<file path="src/sv/assert_macros.svh">
// assertion macros used by the top-level rtl file
`ifndef ASSERT_MACROS_SVH
`define ASSERT_MACROS_SVH
// property that must hold on every clock edge outside reset
`define ASSERT_ALWAYS(label, clk, rst_n, prop, msg) \
	label: assert property (@(posedge clk) disable iff (!rst_n) (prop)) else $error(msg);
// implication whose consequent is checked in the cycle after the antecedent
`define ASSERT_NEXT(label, clk, rst_n, ante, cons, msg) \
	label: assert property (@(posedge clk) disable iff (!rst_n) (ante) |=> (cons)) else $error(msg);
`endif

</file>
<file path="src/sv/rn2a_pkg.sv">
// types and constants for the radix number to ascii block
`timescale 1ns / 1ps
package rn2a_pkg;
	localparam int unsigned CHAR_W = 8;
	localparam int unsigned DIGIT_W = 4;
	localparam int unsigned COUNT_W = 7;
	localparam int unsigned RADIX_W = 5;
	localparam logic [CHAR_W-1:0] CHAR_MIN = 8'd32;
	localparam logic [CHAR_W-1:0] CHAR_MAX = 8'd126;
	localparam logic [CHAR_W-1:0] CHAR_PLUS = 8'h2b;
	localparam logic [CHAR_W-1:0] CHAR_MINUS = 8'h2d;
	localparam logic [CHAR_W-1:0] CHAR_ZERO = 8'h30;
	localparam logic [CHAR_W-1:0] CHAR_X = 8'h78;
	localparam logic [1:0] REG_RADIX = 2'd0;
	localparam logic [1:0] REG_CHARS_LOW = 2'd1;
	localparam logic [1:0] REG_CHARS_HIGH = 2'd2;

	typedef enum logic [2:0] {
		ST_IDLE,
		ST_CHECK,
		ST_DIVIDE,
		ST_EMIT,
		ST_ERROR
	} state_t;

	// control from the sequencer to the divider chain
	typedef struct packed {
		logic load;
		logic shift;
		logic restart;
	} chain_ctrl_t;
endpackage

</file>
<file path="src/sv/rn2a_cell.sv">
// one cell of the divider chain: holds one bit, loaded from the value or shifted on
`timescale 1ns / 1ps
module rn2a_cell (
	input  logic clk,
	input  rn2a_pkg::chain_ctrl_t ctrl,
	input  logic load_bit,
	input  logic quot_bit,
	output logic bit_q
);
	import rn2a_pkg::*;

	// each cell holds a value bit and shifts in the next lower one; cell 0 gets qbit
	always_ff @(posedge clk) begin
		if (ctrl.load) begin
			bit_q <= load_bit;
		end else if (ctrl.shift) begin
			bit_q <= quot_bit;
		end
	end
endmodule

</file>
<file path="src/sv/rn2a_divider.sv">
// bit-serial divider: a chain of cells shifting the dividend into a remainder register
`timescale 1ns / 1ps
module rn2a_divider #(
	parameter int unsigned VALUE_BITS = 64
) (
	input  logic clk,
	input  rn2a_pkg::chain_ctrl_t ctrl,
	input  logic [VALUE_BITS-1:0] load_value,
	input  logic [rn2a_pkg::RADIX_W-1:0] radix,
	output logic [VALUE_BITS-1:0] value,
	output logic [rn2a_pkg::DIGIT_W-1:0] remainder
);
	import rn2a_pkg::*;

	logic [RADIX_W-1:0] rem_q;
	logic [RADIX_W:0] trial;
	logic [RADIX_W:0] diff;
	logic qbit;
	logic [VALUE_BITS-1:0] next_bits;

	// msb of the chain shifts into the partial remainder
	assign trial = {rem_q, value[VALUE_BITS-1]};
	assign diff = trial - {1'b0, radix};
	assign qbit = !diff[RADIX_W];
	assign next_bits = {value[VALUE_BITS-2:0], qbit};

	genvar gi;
	generate
		for (gi = 0; gi < VALUE_BITS; gi++) begin : g_cell
			rn2a_cell u_cell (
				.clk(clk),
				.ctrl(ctrl),
				.load_bit(load_value[gi]),
				.quot_bit(next_bits[gi]),
				.bit_q(value[gi])
			);
		end
	endgenerate

	// remainder starts from zero for every digit
	always_ff @(posedge clk) begin
		if (ctrl.load || ctrl.restart) begin
			rem_q <= '0;
		end else if (ctrl.shift) begin
			rem_q <= qbit ? diff[RADIX_W-1:0] : trial[RADIX_W-1:0];
		end
	end

	assign remainder = rem_q[DIGIT_W-1:0];
endmodule

</file>
<file path="src/sv/radix_number_to_ascii_top.sv">
// top level: config registers, table check, digit sequencer and output pairs
//
// Converts one 64-bit value at a time to "0x" and its digits in the
// configured radix, two characters per output beat. After the accept cycle
// the table check visits each used character in turn (up to 16; a bad
// radix goes straight to the error beat), each digit is worked out in
// the bit-serial divider chain, each output pair waits until the
// receiver takes it, and the block passes through idle before the next
// accept; a new value is taken only once the last beat of the previous
// one has gone out.
`timescale 1ns / 1ps
module radix_number_to_ascii_top #(
	parameter int unsigned VALUE_BITS = 64,
	parameter int unsigned MAX_RADIX = 16
) (
	input  logic clk,
	input  logic arst_n,
	input  logic psel,
	input  logic penable,
	input  logic pwrite,
	input  logic [4:0] paddr,
	input  logic [63:0] pwdata,
	output logic [63:0] prdata,
	output logic pready,
	input  logic in_valid,
	output logic in_ready,
	input  logic [63:0] value,
	output logic out_valid,
	input  logic out_ready,
	output logic [7:0] first_char,
	output logic [7:0] second_char,
	output logic second_valid,
	output logic last,
	output logic [6:0] total_count,
	output logic base_error
);
	import rn2a_pkg::*;
	`include "assert_macros.svh"

	localparam int unsigned BIT_CNT_W = $clog2(VALUE_BITS + 1);

	logic [RADIX_W-1:0] radix_q;
	logic [63:0] chars_low_q;
	logic [63:0] chars_high_q;
	logic [1:0] reg_idx;
	logic wr_en;

	assign pready = 1'b1;
	assign reg_idx = paddr[4:3];
	assign wr_en = psel && penable && pwrite;

	always_ff @(posedge clk or negedge arst_n) begin
		if (!arst_n) begin
			radix_q <= '0;
			chars_low_q <= '0;
			chars_high_q <= '0;
		end else if (wr_en) begin
			case (reg_idx)
				REG_RADIX: radix_q <= pwdata[RADIX_W-1:0];
				REG_CHARS_LOW: chars_low_q <= pwdata;
				REG_CHARS_HIGH: chars_high_q <= pwdata;
				default: ;
			endcase
		end
	end

	always_comb begin
		case (reg_idx)
			REG_RADIX: prdata = {59'd0, radix_q};
			REG_CHARS_LOW: prdata = chars_low_q;
			REG_CHARS_HIGH: prdata = chars_high_q;
			default: prdata = '0;
		endcase
	end

	function automatic logic [CHAR_W-1:0] tchar(input logic [127:0] t, input logic [3:0] i);
		return t[i*8 +: 8];
	endfunction

	logic [127:0] table_w;
	assign table_w = {chars_high_q, chars_low_q};

	state_t state_q, state_d;
	logic [3:0] chk_q;
	logic bad_q;
	logic [BIT_CNT_W-1:0] bit_q;
	logic [COUNT_W-1:0] ndig_q;
	logic [5:0] rd_q;
	logic [5:0] rd_d;
	logic [5:0] pair_q;
	logic [DIGIT_W-1:0] dbuf [64];
	logic [DIGIT_W-1:0] dig_a_q;
	logic [DIGIT_W-1:0] dig_b_q;
	logic [VALUE_BITS-1:0] dvalue;
	logic [DIGIT_W-1:0] drem;
	chain_ctrl_t ctrl;
	logic [COUNT_W-1:0] total;
	logic [CHAR_W-1:0] cur_char, ochar_a, ochar_b;
	logic [6:0] pos_a;
	logic [RADIX_W-1:0] rad_eff;
	logic chk_bad, digit_done, pair_last;

	assign rad_eff = radix_q;
	assign total = ndig_q + COUNT_W'(2);

	// check character chk_q against range, signs and every later used char
	always_comb begin
		logic [CHAR_W-1:0] c;
		c = tchar(table_w, chk_q);
		chk_bad = (c < CHAR_MIN) || (c > CHAR_MAX) || (c == CHAR_PLUS) || (c == CHAR_MINUS);
		for (int j = 0; j < 16; j++) begin
			if ((j > 32'(chk_q)) && (j < 32'(rad_eff)) && (tchar(table_w, 4'(j)) == c)) begin
				chk_bad = 1'b1;
			end
		end
	end

	assign digit_done = (bit_q == BIT_CNT_W'(VALUE_BITS));

	// characters of the current pair: index a is 2*pair, b is a+1
	assign pos_a = {pair_q, 1'b0};
	function automatic logic [CHAR_W-1:0] text_char(input logic [6:0] p,
			input logic [CHAR_W-1:0] dc);
		if (p == 7'd0) return CHAR_ZERO;
		if (p == 7'd1) return CHAR_X;
		return dc;
	endfunction

	// rd_q points at the digit for the first char of the pair on show
	always_comb begin
		rd_d = rd_q;
		if ((state_q == ST_DIVIDE) && digit_done) begin
			rd_d = ndig_q[5:0];
		end else if ((state_q == ST_EMIT) && out_ready && (pair_q != 6'd0)) begin
			rd_d = rd_q - 6'd2;
		end
	end

	logic [CHAR_W-1:0] dchar_a, dchar_b;
	assign dchar_a = tchar(table_w, dig_a_q);
	assign dchar_b = tchar(table_w, dig_b_q);
	assign ochar_a = text_char(pos_a, dchar_a);
	assign ochar_b = text_char(pos_a + 7'd1, (pos_a == 7'd0) ? CHAR_X : dchar_b);
	assign pair_last = (pos_a + 7'd2) >= 7'(total);
	assign cur_char = ochar_a;

	always_comb begin
		state_d = state_q;
		ctrl = '0;
		in_ready = 1'b0;
		out_valid = 1'b0;
		case (state_q)
			ST_IDLE: begin
				in_ready = 1'b1;
				if (in_valid) begin
					ctrl.load = 1'b1;
					state_d = ST_CHECK;
				end
			end
			ST_CHECK: begin
				if ((rad_eff < 5'd2) || (rad_eff > RADIX_W'(MAX_RADIX)) || bad_q) begin
					state_d = ST_ERROR;
				end else if (chk_bad) begin
					state_d = ST_ERROR;
				end else if ({1'b0, chk_q} + 5'd1 >= rad_eff) begin
					state_d = ST_DIVIDE;
				end
			end
			ST_DIVIDE: begin
				if (!digit_done) begin
					ctrl.shift = 1'b1;
				end else begin
					ctrl.restart = 1'b1;
					if ((dvalue == '0) || (ndig_q == COUNT_W'(63))) begin
						state_d = ST_EMIT;
					end
				end
			end
			ST_EMIT: begin
				out_valid = 1'b1;
				if (out_ready && pair_last) state_d = ST_IDLE;
			end
			ST_ERROR: begin
				out_valid = 1'b1;
				if (out_ready) state_d = ST_IDLE;
			end
			default: state_d = ST_IDLE;
		endcase
	end

	always_ff @(posedge clk or negedge arst_n) begin
		if (!arst_n) state_q <= ST_IDLE;
		else state_q <= state_d;
	end

	always_ff @(posedge clk or negedge arst_n) begin
		if (!arst_n) begin
			chk_q <= '0;
			bad_q <= 1'b0;
			bit_q <= '0;
			ndig_q <= '0;
			rd_q <= '0;
			pair_q <= '0;
		end else begin
			rd_q <= rd_d;
			case (state_q)
				ST_IDLE: begin
					chk_q <= '0;
					bad_q <= 1'b0;
					bit_q <= '0;
					ndig_q <= '0;
					pair_q <= '0;
				end
				ST_CHECK: begin
					chk_q <= chk_q + 4'd1;
				end
				ST_DIVIDE: begin
					if (!digit_done) begin
						bit_q <= bit_q + BIT_CNT_W'(1);
					end else begin
						ndig_q <= ndig_q + COUNT_W'(1);
						bit_q <= '0;
					end
				end
				ST_EMIT: begin
					if (out_ready) begin
						pair_q <= pair_q + 6'd1;
					end
				end
				default: ;
			endcase
		end
	end

	// registered read of the two digits of the pair that shows next
	always_ff @(posedge clk) begin
		if (state_q == ST_DIVIDE && digit_done) begin
			dbuf[ndig_q[5:0]] <= drem;
		end
		dig_a_q <= dbuf[rd_d];
		dig_b_q <= dbuf[rd_d - 6'd1];
	end

	// chain restarts from the quotient after each digit
	rn2a_divider #(.VALUE_BITS(VALUE_BITS)) u_div (
		.clk(clk),
		.ctrl(ctrl),
		.load_value(value[VALUE_BITS-1:0]),
		.radix(rad_eff),
		.value(dvalue),
		.remainder(drem)
	);

	logic has2;
	assign has2 = (pos_a + 7'd1) < 7'(total);
	assign first_char = (state_q == ST_ERROR) ? '0 : cur_char;
	assign second_char = (state_q == ST_ERROR || !has2) ? '0 : ochar_b;
	assign second_valid = (state_q == ST_EMIT) && has2;
	assign last = (state_q == ST_ERROR) || pair_last;
	assign total_count = (state_q == ST_EMIT && pair_last) ? total : '0;
	assign base_error = (state_q == ST_ERROR);

	`ASSERT_ALWAYS(a_err_one, clk, arst_n, !(out_valid && base_error) || (last && total_count == '0), "error beat malformed")
	`ASSERT_NEXT(a_last_idle, clk, arst_n, out_valid && out_ready && last, state_q == ST_IDLE, "not idle after last beat")
	`ASSERT_ALWAYS(a_no_take, clk, arst_n, !(in_ready && out_valid), "input taken during output")
endmodule
</file>
<file path="config.mk">
export PLATFORM = sky130hd
export DESIGN_NAME = radix_number_to_ascii_top
export DESIGN_NICKNAME = d
export VERILOG_FILES = /design/src/sv/rn2a_pkg.sv /design/src/sv/rn2a_cell.sv /design/src/sv/rn2a_divider.sv /design/src/sv/radix_number_to_ascii_top.sv
export VERILOG_INCLUDE_DIRS = /design/src /design/src/sv
export SDC_FILE = /design/constraint.sdc
export NUM_CORES = 1
export LEC_CHECK = 0
export BUFFER_PORTS_ARGS = -buffer_cell sky130_fd_sc_hd__buf_2
export CORE_ASPECT_RATIO = 2
export CORE_MARGIN = 8
export CORE_UTILIZATION = 39
export CTS_CLUSTER_SIZE = 28
export DETAILED_ROUTE_END_ITERATION = 10
export PLACE_DENSITY = 0.53
export SLEW_MARGIN = 20
export SYNTH_ARGS = -nofsm -noshare
export SYNTH_HDL_FRONTEND = slang
export SYNTH_SLANG_ARGS = --single-unit
export TNS_END_PERCENT = 5
</file>
<file path="constraint.sdc">
create_clock -name clk -period 9.51 [get_ports clk]
set_clock_uncertainty 0.15 [all_clocks]
set_input_delay 1.902 -clock clk [delete_from_list [all_inputs] [get_ports clk]]
set_output_delay 1.902 -clock clk [all_outputs]
set_load 0.1 [all_outputs]
</file>
* After elaboration in Yosys (flattened, before gate mapping)
Memory sizes are Yosys's and may differ from the RTL's. A register that Yosys moved wholly into a read port is not among the register bits.
Index checks and enable logic that the tools add are counted.
** Storage, ports and cells
- Register bits :: 235
- Bits in writable memories :: 256
- Input bits :: 140
- Output and inout bits :: 93
- Logic and storage cells :: 412
- Memories kept :: 1
** Memory list
- dbuf :: depth 64, bits a word 4, read ports 2, clocked after memory_dff 2, wr ports 1, line radix_number_to_ascii_top.sv:91 : logic [DIGIT_W-1:0] dbuf [64];
** Cells by class
- $add $sub $neg :: 11
- $lt $le $gt $ge :: 37
- Equal/unequal tests :: 33
- Shift operators :: 3
- Mux-type cells :: 188
- Reduce and logical (&&, ||, !) cells :: 65
** Operators by type and width (number)
- 128-bit by 8-bit indexed part select with 8-bit output :: 3
- 64-bit case mux with 3 select lines :: 1
- 1-bit 2-to-1 mux :: 156
- 8-bit equality test :: 15
- 8-bit 2-to-1 mux :: 10
- 64-bit logical NOT :: 1
- 4-bit by 5-bit < comparator with 1-bit output, first input constant :: 8
- 1-bit logical AND :: 38
- 4-bit greater-than comparator, first input constant :: 8
- 7-bit case mux with 2 select lines :: 2
- 3-bit 2-to-1 mux :: 8
- 7-bit by 1-bit adder with 7-bit output, second input constant :: 3
- 7-bit 2-to-1 mux :: 3
- 3-bit by 5-bit < comparator with 1-bit output, first input constant :: 4
- 6-bit 2-to-1 mux :: 3
- 8-bit by 6-bit equality test with 1-bit output, second input constant :: 2
- 3-bit by 4-bit greater-than comparator with 1-bit output, first input constant :: 4
- 3-bit case mux with 5 select lines :: 1
- 7-bit by 2-bit adder with 7-bit output, second input constant :: 2
- 7-bit logical NOT :: 2
- 6-bit case mux with 2 select lines :: 1
- 2-bit by 5-bit < comparator with 1-bit output, first input constant :: 2
- 2-bit AND reduction :: 5
- 2-bit by 4-bit greater-than comparator with 1-bit output, first input constant :: 2
- other kinds (37) :: 53

* Longest topological paths before layout
Gate-level depths: netlist (run 1).
- Depth in word-level cells :: 23
- Mapped depth :: 23
- Depth with buffers taken out :: 17

* By module
Synthesis (run 1) repeated with hierarchy kept, for this count alone.
** Unflattened totals
- Cells, all modules :: 2568
- Area, all modules :: 30110.1 sq um
** By module, submodules not included
- radix_number_to_ascii_top :: times used 1, cells an instance 2312, area an instance 26297.7 sq um, seq. area each 12001.5 sq um
- rn2a_cell :: times used 64, cells an instance 3, area an instance 51.3 sq um, seq. area each 30.0 sq um
- rn2a_divider :: times used 1, cells an instance 64, area an instance 529.3 sq um, seq. area each 100.1 sq um

* Worst setup path after synthesis (run 1)
OpenSTA, ideal clock, no wires.
- Kind :: input to output
- Start :: in paddr[3]
- End :: out prdata[0]
- Arrival :: 4.461 ns
- Data required time :: 7.458 ns
- Setup slack :: 2.997 ns
- Stages on the path :: 3
- Buffers on the path :: 1
- Cell sequence :: clkbuf_1 > mux2i_1 > o21ai_0
** On the way
- Word-level cells in the longest chain between the ends :: 2
- Elaborated cells between the ends (all ways) :: 4
- Those cells by class :: eq/ne (2); mux (1); reduce/logical (1)
** Ends and longest elaborated chain
- start, declared :: line radix_number_to_ascii_top.sv:21 : input logic [4:0] paddr,
- 2-bit equality test, or another cell as far along :: line radix_number_to_ascii_top.sv:68 : case (reg_idx)
- 64-bit case mux with 3 select lines * :: line radix_number_to_ascii_top.sv:68
- end, declared :: line radix_number_to_ascii_top.sv:23 : output logic [63:0] prdata,
Every way passes the cells marked *; elsewhere a longest branch is shown, timed or not.

* Final worst setup path (run 1)
- Start :: in out_ready
- End :: reg dig_b_q[0] (read register of dbuf)
** On the way
- Word-level cells in the longest chain between the ends :: 5
** Ends and longest elaborated chain
- start, declared :: line radix_number_to_ascii_top.sv:29 : input logic out_ready,
- 1-bit logical AND (2 in series) :: line radix_number_to_ascii_top.sv:134 : end else if ((state_q == ST_EMIT) && out_ready && (pair_q != 6'd0)) begin
- 6-bit 2-to-1 mux :: line radix_number_to_ascii_top.sv:134
- 6-bit 2-to-1 mux :: line radix_number_to_ascii_top.sv:132 : if ((state_q == ST_DIVIDE) && digit_done) begin
- 6-bit by 1-bit subtractor with 6-bit output :: line radix_number_to_ascii_top.sv:241 : dig_b_q <= dbuf[rd_d - 6'd1];
- end, declared :: line radix_number_to_ascii_top.sv:93 : logic [DIGIT_W-1:0] dig_b_q;
No other way between the ends.
A chain may end at the register's enable or synchronous reset.

==> results by stage, run 1 <==
Status:
- The flow ran to the end, and the final reports show no timing, DRC or antenna violations.

Cells and area:
- The area growth from synthesis to layout is 12.0%.
- The utilization of the core after routing is 44.0%.
- The post-route netlist has 24.2% of its cells at a drive strength greater than 1.
- The final-stage net count is 3012.
- The final cell area excluding filler cells is 33400 um^2.

Setup path:
- The category of the critical setup timing path is in2reg.
- Data on the critical path is required at its endpoint by 9850 ps.
- Traced cell by cell, the critical path runs through buf_2 -> nand4b_1 -> a21oi_1 -> xnor2_1 -> o21ai_4 -> inv_2 -> ha_1 -> nand4_1 -> mux2_2 -> nand3_4 -> buf_4 -> mux2i_1 -> a221oi_1 -> a31oi_1 -> o31a_1 -> nor4_1.
- The start point of the critical path is out_ready.
- The critical path runs through a total of 16 cells.
- The cell family contributing the most delay on the critical path is compound AO/OA/AOI/OAI gates.
- The endpoint arrival time on the critical path is 7040 ps.
- The standard cell with the maximum stage delay on the critical path is buf_4.
- On the worst path, the slowest cell contributes a delay of 640 ps.
- The worst setup slack for register-to-register paths is 3490 ps.
- The worst setup path is launched from a primary input.
- STA classifies the critical path endpoint as a register.
- The startpoint of the lowest-slack register-to-register path is state_q[0].
- For the worst flop-to-flop path, the logic depth is 15.
- In this run the worst path has a maximum fanout of 47.
- The count of buffer and inverter cells on the critical path is 3.

Die:
- The starting utilization of the core area is 39.3%.
- The die height is 407 um.
- The die footprint is 86100 um^2.
- Measured along the x axis, the die boundary spans 211 um.
- After floorplanning, the core was divided into 143 placement rows.
- The area of the core is 75900 um^2.
- The boundary pin count is 233.

Clock network:
- The count of buffers added by post-CTS timing repair for setup is 0.
- The longest clock path from root to sink contains 3 buffers.
- The hold-fix buffer count after cts is 0.
- The clock drives 499 sinks.
- The clock-pin slew on the worst setup and hold paths is 70 ps.
- In this run, CTS created clock tree buffers numbering 45.
- The clock tree from TritonCTS is yes.
- The post-CTS resize count is 0.
- The clock root buffer is clkbuf_16.
- The clock latency on the worst-skew pair is 590 ps.
- CTS built an H-tree with a depth of 2.

Logic synthesis:
- In the synthesized netlist the async set-or-reset flop fraction comes to 33.3%.
- The most frequent cell after synthesis is nand2_1.
- The cell type contributing the most total cell area after synthesis is edfxtp_1.
- The synthesized netlist contains 89 unique library cells.
- The average footprint of a synthesized cell is 11.0 um^2.
- The net count after synthesis is 2886.
- For this run, the register share of the synthesized area comes to 47.0%.
- By area the synthesized netlist is led by edfxtp_1 (32%), dfrtp_1 (14%), mux4_2 (9.9%), nand2_1 (7.3%), mux2_2 (5.5%).
- The number of enable-type register cells in the synthesized netlist is 320.
- The yosys synthesis warning count is 0.
- The synthesized instance count is 2708.
- In this run the biggest area consumer among cell types represents 32.2% of the synthesized area.
- The number of flip-flops and latches in the synthesized netlist is 499.
- The post-synth design cell area is 29800 um^2.
- In the synthesized netlist, the cells that appear most often are nand2_1 (583), edfxtp_1 (320), dfrtp_1 (166), nand3_1 (163), mux2_2 (145).
- The most common flop cell mapped by yosys is edfxtp_1.

GRT:
- The number of antenna violations at the first check in global routing was 8.
- The first global-routing pass estimated 167 mm of wire.
- Entering global routing, the biggest net connects 89 pins.
- Global routing used 26.5% of the available tracks.
- The global route total overflow is 0.
- The via count of the first global-routing pass came to 24600.

Power:
- The static power due to leakage is 12.8 nW.
- In this run the power spent charging and discharging nets is 0.00455 W.
- Across the VDD grid, the largest voltage drop is 0.312 mV.
- Of the total power, the clock network draws 19.5%.
- The internal cell power is 0.00557 W.
- Combinational cells account for 48.8% of the total power.
- The switching portion of total power is 44.9%.
- For this design the ratio of total power to cell area is 303 nW/um^2.
- The part of the total power dissipated in sequential elements is 31.7%.

Routing:
- For this run, design rule violations remaining after detail routing come to 0.
- After detailed routing, the average wire length per cell comes to 29.8 um.
- The iteration-0 DRC count of the detailed router is 2009.
- The first detailed-routing pass ran for 6 iterations.
- In the routed layout, each cell is associated on average with a via count of 5.99.
- The routed design has 116 mm of wire.
- The antenna violation net count after detailed routing is 0.
- The via total after detailed routing is 23300.

Timing:
- The final number of max-transition violations is 0.
- Setup repair after global routing left no endpoint under its margin.
- The final critical path takes up 70.5% of the cycle.
- The slew at the pin with the worst max-slew slack is 1160 ps.
- Derived from the worst setup path, the maximum achievable clock frequency is 149 MHz.
- Setup violations remaining at the end of the flow were counted as 0.
- For the final routed database, the setup TNS stands at 0 ps.
- The hold violation count in the final report is 0.
- The headroom to the max-slew limit is 22.1%.
- The final critical path time including I/O delays and setup is 6700 ps.
- The final worst-path setup slack is 2810 ps.

Placement:
- At the placement stage, the worst setup path has a slack of 2300 ps.
- Buffers placed on the I/O ports in this run total 228.
- Detailed placement ended at an HPWL of 85.8 mm.
- The last weighted congestion value of the routability-driven placer is 1.02.
- The cell area after placement is 31800 um^2.

Hold path:
- The number of cells on the worst hold path is 2.
- The startpoint of the tightest hold check path is u_div.rem_q[4].
- The tightest min-delay check is of the reg2reg type.

Run:
- The number of max-cap violations is 0.
cell usage in the layout, fill, tap and decap left out, drive strengths merged, types with 35 or more instances in the layout:
cell / count
a21oi: 47
a22o: 60
and3: 41
buf: 281
clkbuf: 57
dfrtp: 166
edfxtp: 320
ha: 37
inv: 35
mux2: 145
mux2i: 53
mux4: 136
nand2: 583
nand3: 164
nor2: 129
o21ai: 74
xnor2: 100
xor2: 73
state kept, by name (all words and copies together) (netlist names):
| register | flops |
|---|---|
| chars_high_q | 64 |
| ndig_q | 7 |
| state_q | 3 |
| u_div.g_cell.u_cell.bit_q | 64 |
| rd_q | 6 |
| dig_a_q | 4 |
| dbuf | 256 |
| pair_q | 6 |
| chk_q | 4 |
| dig_b_q | 4 |
| u_div.rem_q | 5 |
| bit_q | 7 |
| rad_eff | 5 |
| chars_low_q | 64 |
worst register-to-register path: cells and delay by family (launching register included):
family,cells,cell delay [ps]
adder cells (fa/ha/maj),1,400
AND/OR/NAND/NOR,4,1310
flip-flops,1,680
AO/OA/AOI/OAI,5,1350
buffers and inverters,2,1240
multiplexers,2,550
XOR/XNOR,1,240
power groups by stage:
stage / logic (W) / clock network [W] / registers, W
6_report: 0.00494 / 0.00197 / 0.00321
5_1_grt: 0.00520 / 0.00208 / 0.00323
4_1_cts: 0.00491 / 0.00201 / 0.00320
3_5_place_dp: 0.00488 / 0 / 0.00324
3_3_place_gp: 0.00485 / 0 / 0.00323
2_1_floorplan: 0.00355 / 0 / 0.00298
cell families (layout without fill, tap and decap cells):
group	Yosys count	after routing	synth area share, %
adders and majority gates	38	38	1.62
DFF	499	499	47.0
buffers and inverters	234	395	3.37
muxes	334	334	18.0
xor gates and xnor gates	173	173	5.13
other	1	6	0.0126
AOI/OAI and AO/OA	365	365	8.81
and+or+nand+nor	1064	1064	16.0
path summary, 6_finish.rpt:
| check | to |
|---|---|
| min in group asynchronous | chars_low_q[30] |
| max reg2reg | dig_b_q[0] |
| min | u_div.rem_q[4] |
| max in group asynchronous | chk_q[1] |
| max | dig_b_q[0] |
| min reg2reg | u_div.rem_q[4] |
per-stage QoR:
stage / power (W) / hold slack, ps / cells
finish: 0.0101 / 379 / 3889
global placement: 0.00807 / 344 / 3802
detailed placement: 0.00812 / 355 / 3802
CTS: 0.0101 / 372 / 3884
global route: 0.0105 / 418 / 3884
floorplan: 0.00654 / 326 / 2708
cell type report:
class / instances / area, um^2
antenna: 5 / 12.5
clock buffer: 57 / 1200
clock inverter: 25 / 343
fill: 7292 / 42500
inverter: 32 / 121
multi-input combinational: 1975 / 14900
sequential: 499 / 14000
tap: 1015 / 1270
timing repair buffer: 281 / 1550
routing by layer:
metal | share of wire (%) | wire length, um | track usage (%)
met4 | 8.6 | 9990 | 19.8
met2 | 54 | 62400 | 49.9
met5 | 0.046 | 53 | 0
met1 | 32 | 36800 | 25.9
met3 | 5.7 | 6550 | 3.45
Note: power is estimated with default switching activity, not from simulation.
==> run 2, diff against run 1 <==
- PLACE_DENSITY: 0.53 -> 0.55
- clock period: 9.51 -> 5.6 ns (I/O delays scaled with it)
==> run 2 against run 1 <==
Cell count increased by 0.67%. Cell area grew 0.91%. Combinational power grew 71%. Clock power grew 71%. Global-route usage grew 0.46 points. Largest cell class unchanged. Largest power group unchanged.
==> results by stage, run 2 (synthesis results as in run 1) <==
Status:
- The run finished with clean final reports.

Timing:
- The number of endpoints failing setup at the final stage is 0.
- Subtracting the final worst setup slack from the clock period gives 5290 ps.
- The hold violation count in the final report is 0.
- The maximum clock rate is 189 MHz.
- The slew at the pin with the worst max-slew slack is 1090 ps.
- The final number of max-transition violations is 0.
- Dividing the final minimum period by the clock period gives 94.5%.
- Setup repair after global routing left no endpoint under its margin.
- The headroom to the max-slew limit is 27.5%.
- The final-layout setup total negative slack is 0 ps.

Hold path:
- The min-delay analysis places its worst path in the category reg2reg.
- Counting instances, the worst hold path has a depth of 2.
- The path with the worst hold slack has its endpoint at u_div.rem_q[4].
- The startpoint identified for the worst hold timing path is u_div.rem_q[4].

Routing:
- The highest metal layer used by the detailed router is met5.
- Summed over all layers, the routed wires come to 118 mm.
- The via-per-instance ratio is 6.04.
- For this block, the initial DRC count from the detailed router was 2069.
- The DRC violations left is 0.
- The first-pass detailed-route iteration total is 5.
- After detailed routing, the wire length on met1 is 37.5 mm.
- After detailed routing, the average wire length per cell comes to 30.0 um.
- The antenna violation net count after detailed routing is 0.
- The sum of met3 wire segment lengths after detailed routing is 6.56 mm.
- Wire segments on met2 add up to 62.1 mm in the final route.
- For this block, the via count after detailed routing is 23700.

Die:
- The floorplan has 143 rows.
- The area of the core is 75900 um^2.
- The starting utilization of the core area is 39.3%.
- The die covers 86100 um^2.
- The die height is 407 um.
- The boundary pin count is 233.
- The width of the die is 211 um.

Power:
- The peak supply drop is 0.561 mV.
- The static power due to leakage is 13.0 nW.
- In this run the power density over the cells is 519 nW/um^2.

Clock network:
- The clock latency on the worst-skew pair is 600 ps.
- The count of buffers added by post-CTS timing repair for setup is 0.
- After clock tree synthesis, the clock-pin slew on the worst setup and hold paths is 70 ps.
- The hold-fix buffer count after cts is 0.
- The clock sink total is 499.
- The depth of the CTS H-tree is 2.
- The post-CTS resize count is 0.
- The clock tree from TritonCTS is yes.
- The clock root buffer is clkbuf_16.
- Counting the buffers created by CTS gives 45.
- The longest clock path from root to sink contains 3 buffers.

Setup path:
- The standard cell with the maximum stage delay on the critical path is dfrtp_1.
- The capture point of the worst reg-to-reg path is dig_b_q[3].
- The startpoint type of the worst setup path is a register.
- The endpoint arrival time on the critical path is 4020 ps.
- The worst reg2reg path depth is 17.
- The highest cell delay on the worst timing path is 520 ps.
- STA classifies the critical path endpoint as an output port.
- Walking the worst path, the cells encountered are inv_1 -> ha_1 -> inv_1 -> ha_1 -> nor2b_1 -> o21a_1 -> o21a_1 -> o21ai_0 -> nand2b_1 -> a21o_1 -> or2_2 -> nor2b_1 -> buf_2.
- The worst setup slack for register-to-register paths is 680 ps.
- The largest driver fanout on the critical path is 8.
- In this run the critical register-to-register path is launched from bit_q[0].
- Data on the critical path is required at its endpoint by 4330 ps.
- The setup path with the least slack is of type reg2out.

GRT:
- Summed over all layers, the global routing overflow is 0.
- The number of antenna violations at the first check in global routing is 4.
- The first global-routing pass estimated 170 mm of wire.
- The via count of the first global-routing pass is 24800.
- The overall track demand over capacity in global routing is 26.9%.
- The maximum number of pins on one net before global-route repair is 123.

Cells and area:
- The fraction of layout instances using a drive strength above 1 is 25.2%.
- The register with the most flip-flops in the layout has 256 of them.
- Cells fill 44.4% of the core in the end.
- The area growth from synthesis to layout is 13.1%.
- The final-stage net count is 3038.
- The number of filler instances in the final layout is 7236.
- In the layout the commonest cells are nand2_1 (581), edfxtp_1 (320), buf_2 (227), dfrtp_1 (163), nand3_1 (162).
- The library cell used most frequently in the layout, excluding fill and tap cells, is nand2_1.

Placement:
- The last weighted congestion value of the routability-driven placer is 1.01.
- The detailed-placement wirelength estimate is 87.9 mm.
- The number of buffer cells added on primary ports is 228.

Run:
- The number of max-cap violations is 0.
run 2: changes by cell type in the layout (fill, tap and decap cells not counted), sizes merged:
| cell | delta |
|---|---|
| buf | +26 |
| clkinv | +5 |
| diode | -2 |
| inv | -2 |
| bufinv | -1 |
| clkbuf | -1 |
| clkinvlp | +1 |
run 2: final cells by class:
| class | count | area (um^2) | share of cell area [%] |
|---|---|---|---|
| Timing Repair Buffer | 307 | 1830 | 5.42 |
| Antenna cell | 3 | 7.51 | 0.0223 |
| Inverter | 32 | 121 | 0.360 |
| Sequential cell | 499 | 14000 | 41.6 |
| Multi-Input combinational cell | 1975 | 14900 | 44.1 |
| Tap cell | 1015 | 1270 | 3.77 |
| Clock inverter | 28 | 348 | 1.03 |
| Clock buffer | 56 | 1240 | 3.67 |
run 2: layer usage:
layer / global-route usage [%] / up-vias
met5: 0 / -
met4: 21.5 / 2
met3: 4.06 / 383
met2: 50.0 / 1209
met1: 26.1 / 11700
li1: - / 10300
run 2: worst max-delay path by stage:
stage / start / to / slack, ps / depth (start not counted)
detailed placement: out_ready / dig_b_q[3] / 480 / 15
global placement: out_ready / dig_b_q[0] / 540 / 16
global route: ndig_q[1] / second_char[0] / 140 / 13
floorplan: paddr[3] / prdata[0] / 650 / 3
CTS: ndig_q[1] / second_char[0] / 280 / 13
finish: ndig_q[1] / second_char[0] / 310 / 13
run 2: stage by stage:
step	std cells	setup slack (ps)	hold WS, ps	area, um^2	power [W]
2_1_floorplan	2708	651	326	29800	0.0111
3_3_place_gp	3828	542	342	32100	0.0139
3_5_place_dp	3828	479	356	32100	0.0140
4_1_cts	3912	278	371	33700	0.0174
5_1_grt	3912	135	389	33700	0.0181
6_report	3915	308	376	33700	0.0175
run 2: worst max-delay path, delay by kind of cell (launching register included):
| kind | cells | cell delay, ps |
|---|---|---|
| buffers and inverters | 3 | 730 |
| adders and majority gates | 2 | 560 |
| DFF | 1 | 520 |
| AOI/OAI and AO/OA | 4 | 740 |
| and+or+nand+nor | 4 | 870 |
run 2: where the power goes:
group / switching [W] / internal, W
logic: 0.00531 / 0.00313
clock network: 0.00149 / 0.00187
registers: 0.00109 / 0.00459
total: 0.00788 / 0.00959
==> run 3, diff against run 2 <==
- SLEW_MARGIN: 20 -> default
- clock period: 5.6 -> 4.7 ns (I/O delays scaled with it)
==> run 3 against run 2 <==
Utilization up 0.98 points. Critical path type unchanged. Non-clock buffer count grew 61. Register-to-register slack got worse by 490 ps. Critical path depth did not move. First-iteration DRC count fell by 0.97%. Hold slack lost 64 ps. Flip-flop and latch count unchanged. Power up 23%. Worst setup slack got worse by 220 ps. Global-route usage grew 0.33 points.
==> results by stage, run 3 (synthesis results as in run 1) <==
Placement:
- The placed instances occupy a cell area of 32800 um^2.
- At the end of routability-driven placement, the weighted congestion stood at 1.09.
- After detailed placement, the design holds a cell count of 3889.
- The number of buffer cells added on primary ports is 228.
- The detailed-placement wirelength estimate is 88.8 mm.
- Before CTS, the worst setup slack after placement is 216 ps.

Die:
- The die covers 86100 um^2.
- For this configuration, the core starts out at a cell density of 39.3%.
- The floorplan has 143 rows.
- The area of the core is 75900 um^2.
- The boundary pin count is 233.
- The die is 407 um tall.
- The die is 211 um wide.

Routing:
- The detailed router finished its first iteration with 2049 violations.
- Dividing the detail-routed wire length by the instance count gives 29.9 um.
- After detailed routing, the number of remaining DRC violations is 0.
- The antenna violation net count after detailed routing is 0.
- Summed over all layers, the routed wires come to 119 mm.
- The via total after detailed routing is 23900.
- The first-pass detailed-route iteration total is 5.
- The via-per-instance ratio is 6.02.

Power:
- VDD sags by at most 0.599 mV.
- The power density of the placed cells is 623 nW/um^2.
- The static power due to leakage is 13.4 nW.

Clock network:
- The longest clock path from root to sink contains 3 buffers.
- The clock sink total is 499.
- Counting the buffers created by CTS gives 45.
- TritonCTS built the clock tree.
- Clock-pin slew was measured on the worst setup and hold paths at 60 ps.
- The clock root buffer is clkbuf_16.
- The depth of the CTS H-tree is 2.
- The clock reaches the later pin of the worst-skew pair after 610 ps.
- Post-CTS timing repair inserted 0 buffers for setup.

GRT:
- Global routing consumed, on the met1 layer, 26.3% of the routing resources.
- The layer with the highest usage after global routing is met2.
- The number of antenna violations at the first check in global routing is 5.
- The global routing usage on met3 is 4.77%.
- The global route total overflow is 0.
- The global-route wire length before repair is 172 mm.
- The via count of the first global-routing pass was 25000.
- Entering global routing, the biggest net connects 123 pins.
- For this run, global-route usage on met2 was measured as 50.0%.
- The overall track demand over capacity in global routing is 27.3%.

Setup path:
- The largest driver fanout on the critical path is 6.
- Counting cells, the worst reg-to-reg path comes to 10.
- For this design, the slowest cell found on the critical path is dfrtp_2.
- STA classifies the critical path startpoint as a register.
- STA classifies the critical path endpoint as an output port.
- In this design, the stage delay of the slowest critical-path cell is 460 ps.
- The category of the critical setup timing path is reg2out.
- The cell family with the largest share of critical-path delay is simple AND/OR/NAND/NOR gates.
- The number of buffers and inverters on the critical path is 3.
- The startpoint of the lowest-slack register-to-register path is chk_q[1].
- Across all register-to-register paths, the minimum setup slack is 190 ps.
- Walking the worst path, the cells encountered are inv_1 -> ha_1 -> inv_1 -> ha_1 -> nor2b_1 -> o21a_1 -> o21a_1 -> o21ai_0 -> nand2b_1 -> a21o_1 -> or2_4 -> nor2b_2 -> buf_12.
- The capture point of the worst reg-to-reg path is state_q[1].
- The critical path capture point is second_char[1].
- Tracing the worst setup path back leads to its startpoint at ndig_q[1].
- The data required time at the worst endpoint is 3610 ps.
- STA puts the critical path data arrival time at 3520 ps.
- The number of cells on the critical path is 13.

Cells and area:
- Compared with the post-synthesis result, the final layout area differs by 15.5%.
- The final layout contains 3099 nets.
- The register with the most flip-flops in the layout has 256 of them.
- The final cell area excluding filler cells is 34400 um^2.
- The top cell types in the final layout, fill and taps aside, are nand2_1 (581), edfxtp_1 (320), buf_2 (219), nand3_1 (162), dfrtp_1 (161).
- The fraction of layout instances using a drive strength above 1 is 26.7%.
- Excluding fillers, the count of instances in the completed layout stands at 3976.
- The most common cell after layout, fill and taps aside is nand2_1.

Timing:
- The hold violation count in the final report is 0.
- Setup violations remaining at the end of the flow were counted as 0.
- The slew at the pin with the worst max-slew slack is 1060 ps.
- Once routing completed, OpenROAD measured the worst setup slack at 92.6 ps.
- Setup repair after global routing could not meet its margin everywhere.
- For this run, the top clock speed supported by timing is 217 MHz.
- The headroom to the max-slew limit is 28.9%.
- The worst path uses 98.0% of the clock period.
- The smallest clock period supported by the final layout is computed as 4610 ps.
- The final number of max-transition violations is 0.
- The final-layout setup total negative slack is 0 ps.

Run:
- The number of max-cap violations is 0.

Hold path:
- The tightest min-delay check is of the in2async type.

Status:
- The run finished with clean final reports.
run 3: per-layer routing:
metal	vias to the layer above	share of wire (%)
met5	-	0.014
met4	2	10
li1	10400	-
met1	11900	31
met3	396	6.6
met2	1260	52
run 3: stage by stage:
step | power [W] | util (%) | hold WS (ps)
finish | 0.0215 | 45.4 | 312
global route | 0.0223 | 45.4 | 368
CTS | 0.0214 | 45.4 | 321
detailed placement | 0.0172 | 43.2 | 367
global placement | 0.0171 | 43.2 | 349
floorplan | 0.0132 | - | 326
run 3: worst reg2reg max path, stage by stage (launching register included):
cell,delay [ps]
dfrtp_2,920
buf_4,300
mux4_2,590
mux2i_4,370
xnor2_1,110
o31ai_1,490
nand4_1,420
nor4_1,660
nor4_1,160
nand3_2,120
o31ai_1,80
run 3: layout make-up:
cell class,instances,area [um^2]
inverter,32,121
tap,1015,1270
clock inverter,21,365
multi-input combinational,1975,14900
antenna,3,7.51
clock buffer,63,1250
fill,7130,41400
sequential,499,14000
timing repair buffer,368,2510
run 3: worst min-delay path by stage:
stage	to	slack [ps]	depth (start not counted)	start
floorplan	u_div.rem_q[4]	330	2	u_div.rem_q[4]
global placement	u_div.rem_q[4]	350	2	u_div.rem_q[4]
detailed placement	u_div.rem_q[4]	370	2	u_div.rem_q[4]
CTS	chars_high_q[55]	320	1	arst_n
global route	chars_high_q[55]	370	1	arst_n
finish	chars_high_q[55]	310	1	arst_n
run 3: report_power, final:
group | leakage [nW] | switching (W) | internal, W | total [W]
combinational | 7.43 | 0.00655 | 0.00412 | 0.0107
sequential | 5.16 | 0.00121 | 0.00547 | 0.00668
clock | 0.782 | 0.00178 | 0.00233 | 0.00412
total | 13.4 | 0.00954 | 0.0119 | 0.0215
run 3: what timing repair did:
action	4_1_cts	5_1_grt
pin swaps	0	0
hold buffers	0	0
endpoints found under the setup margin	15	16
resized for setup	8	3
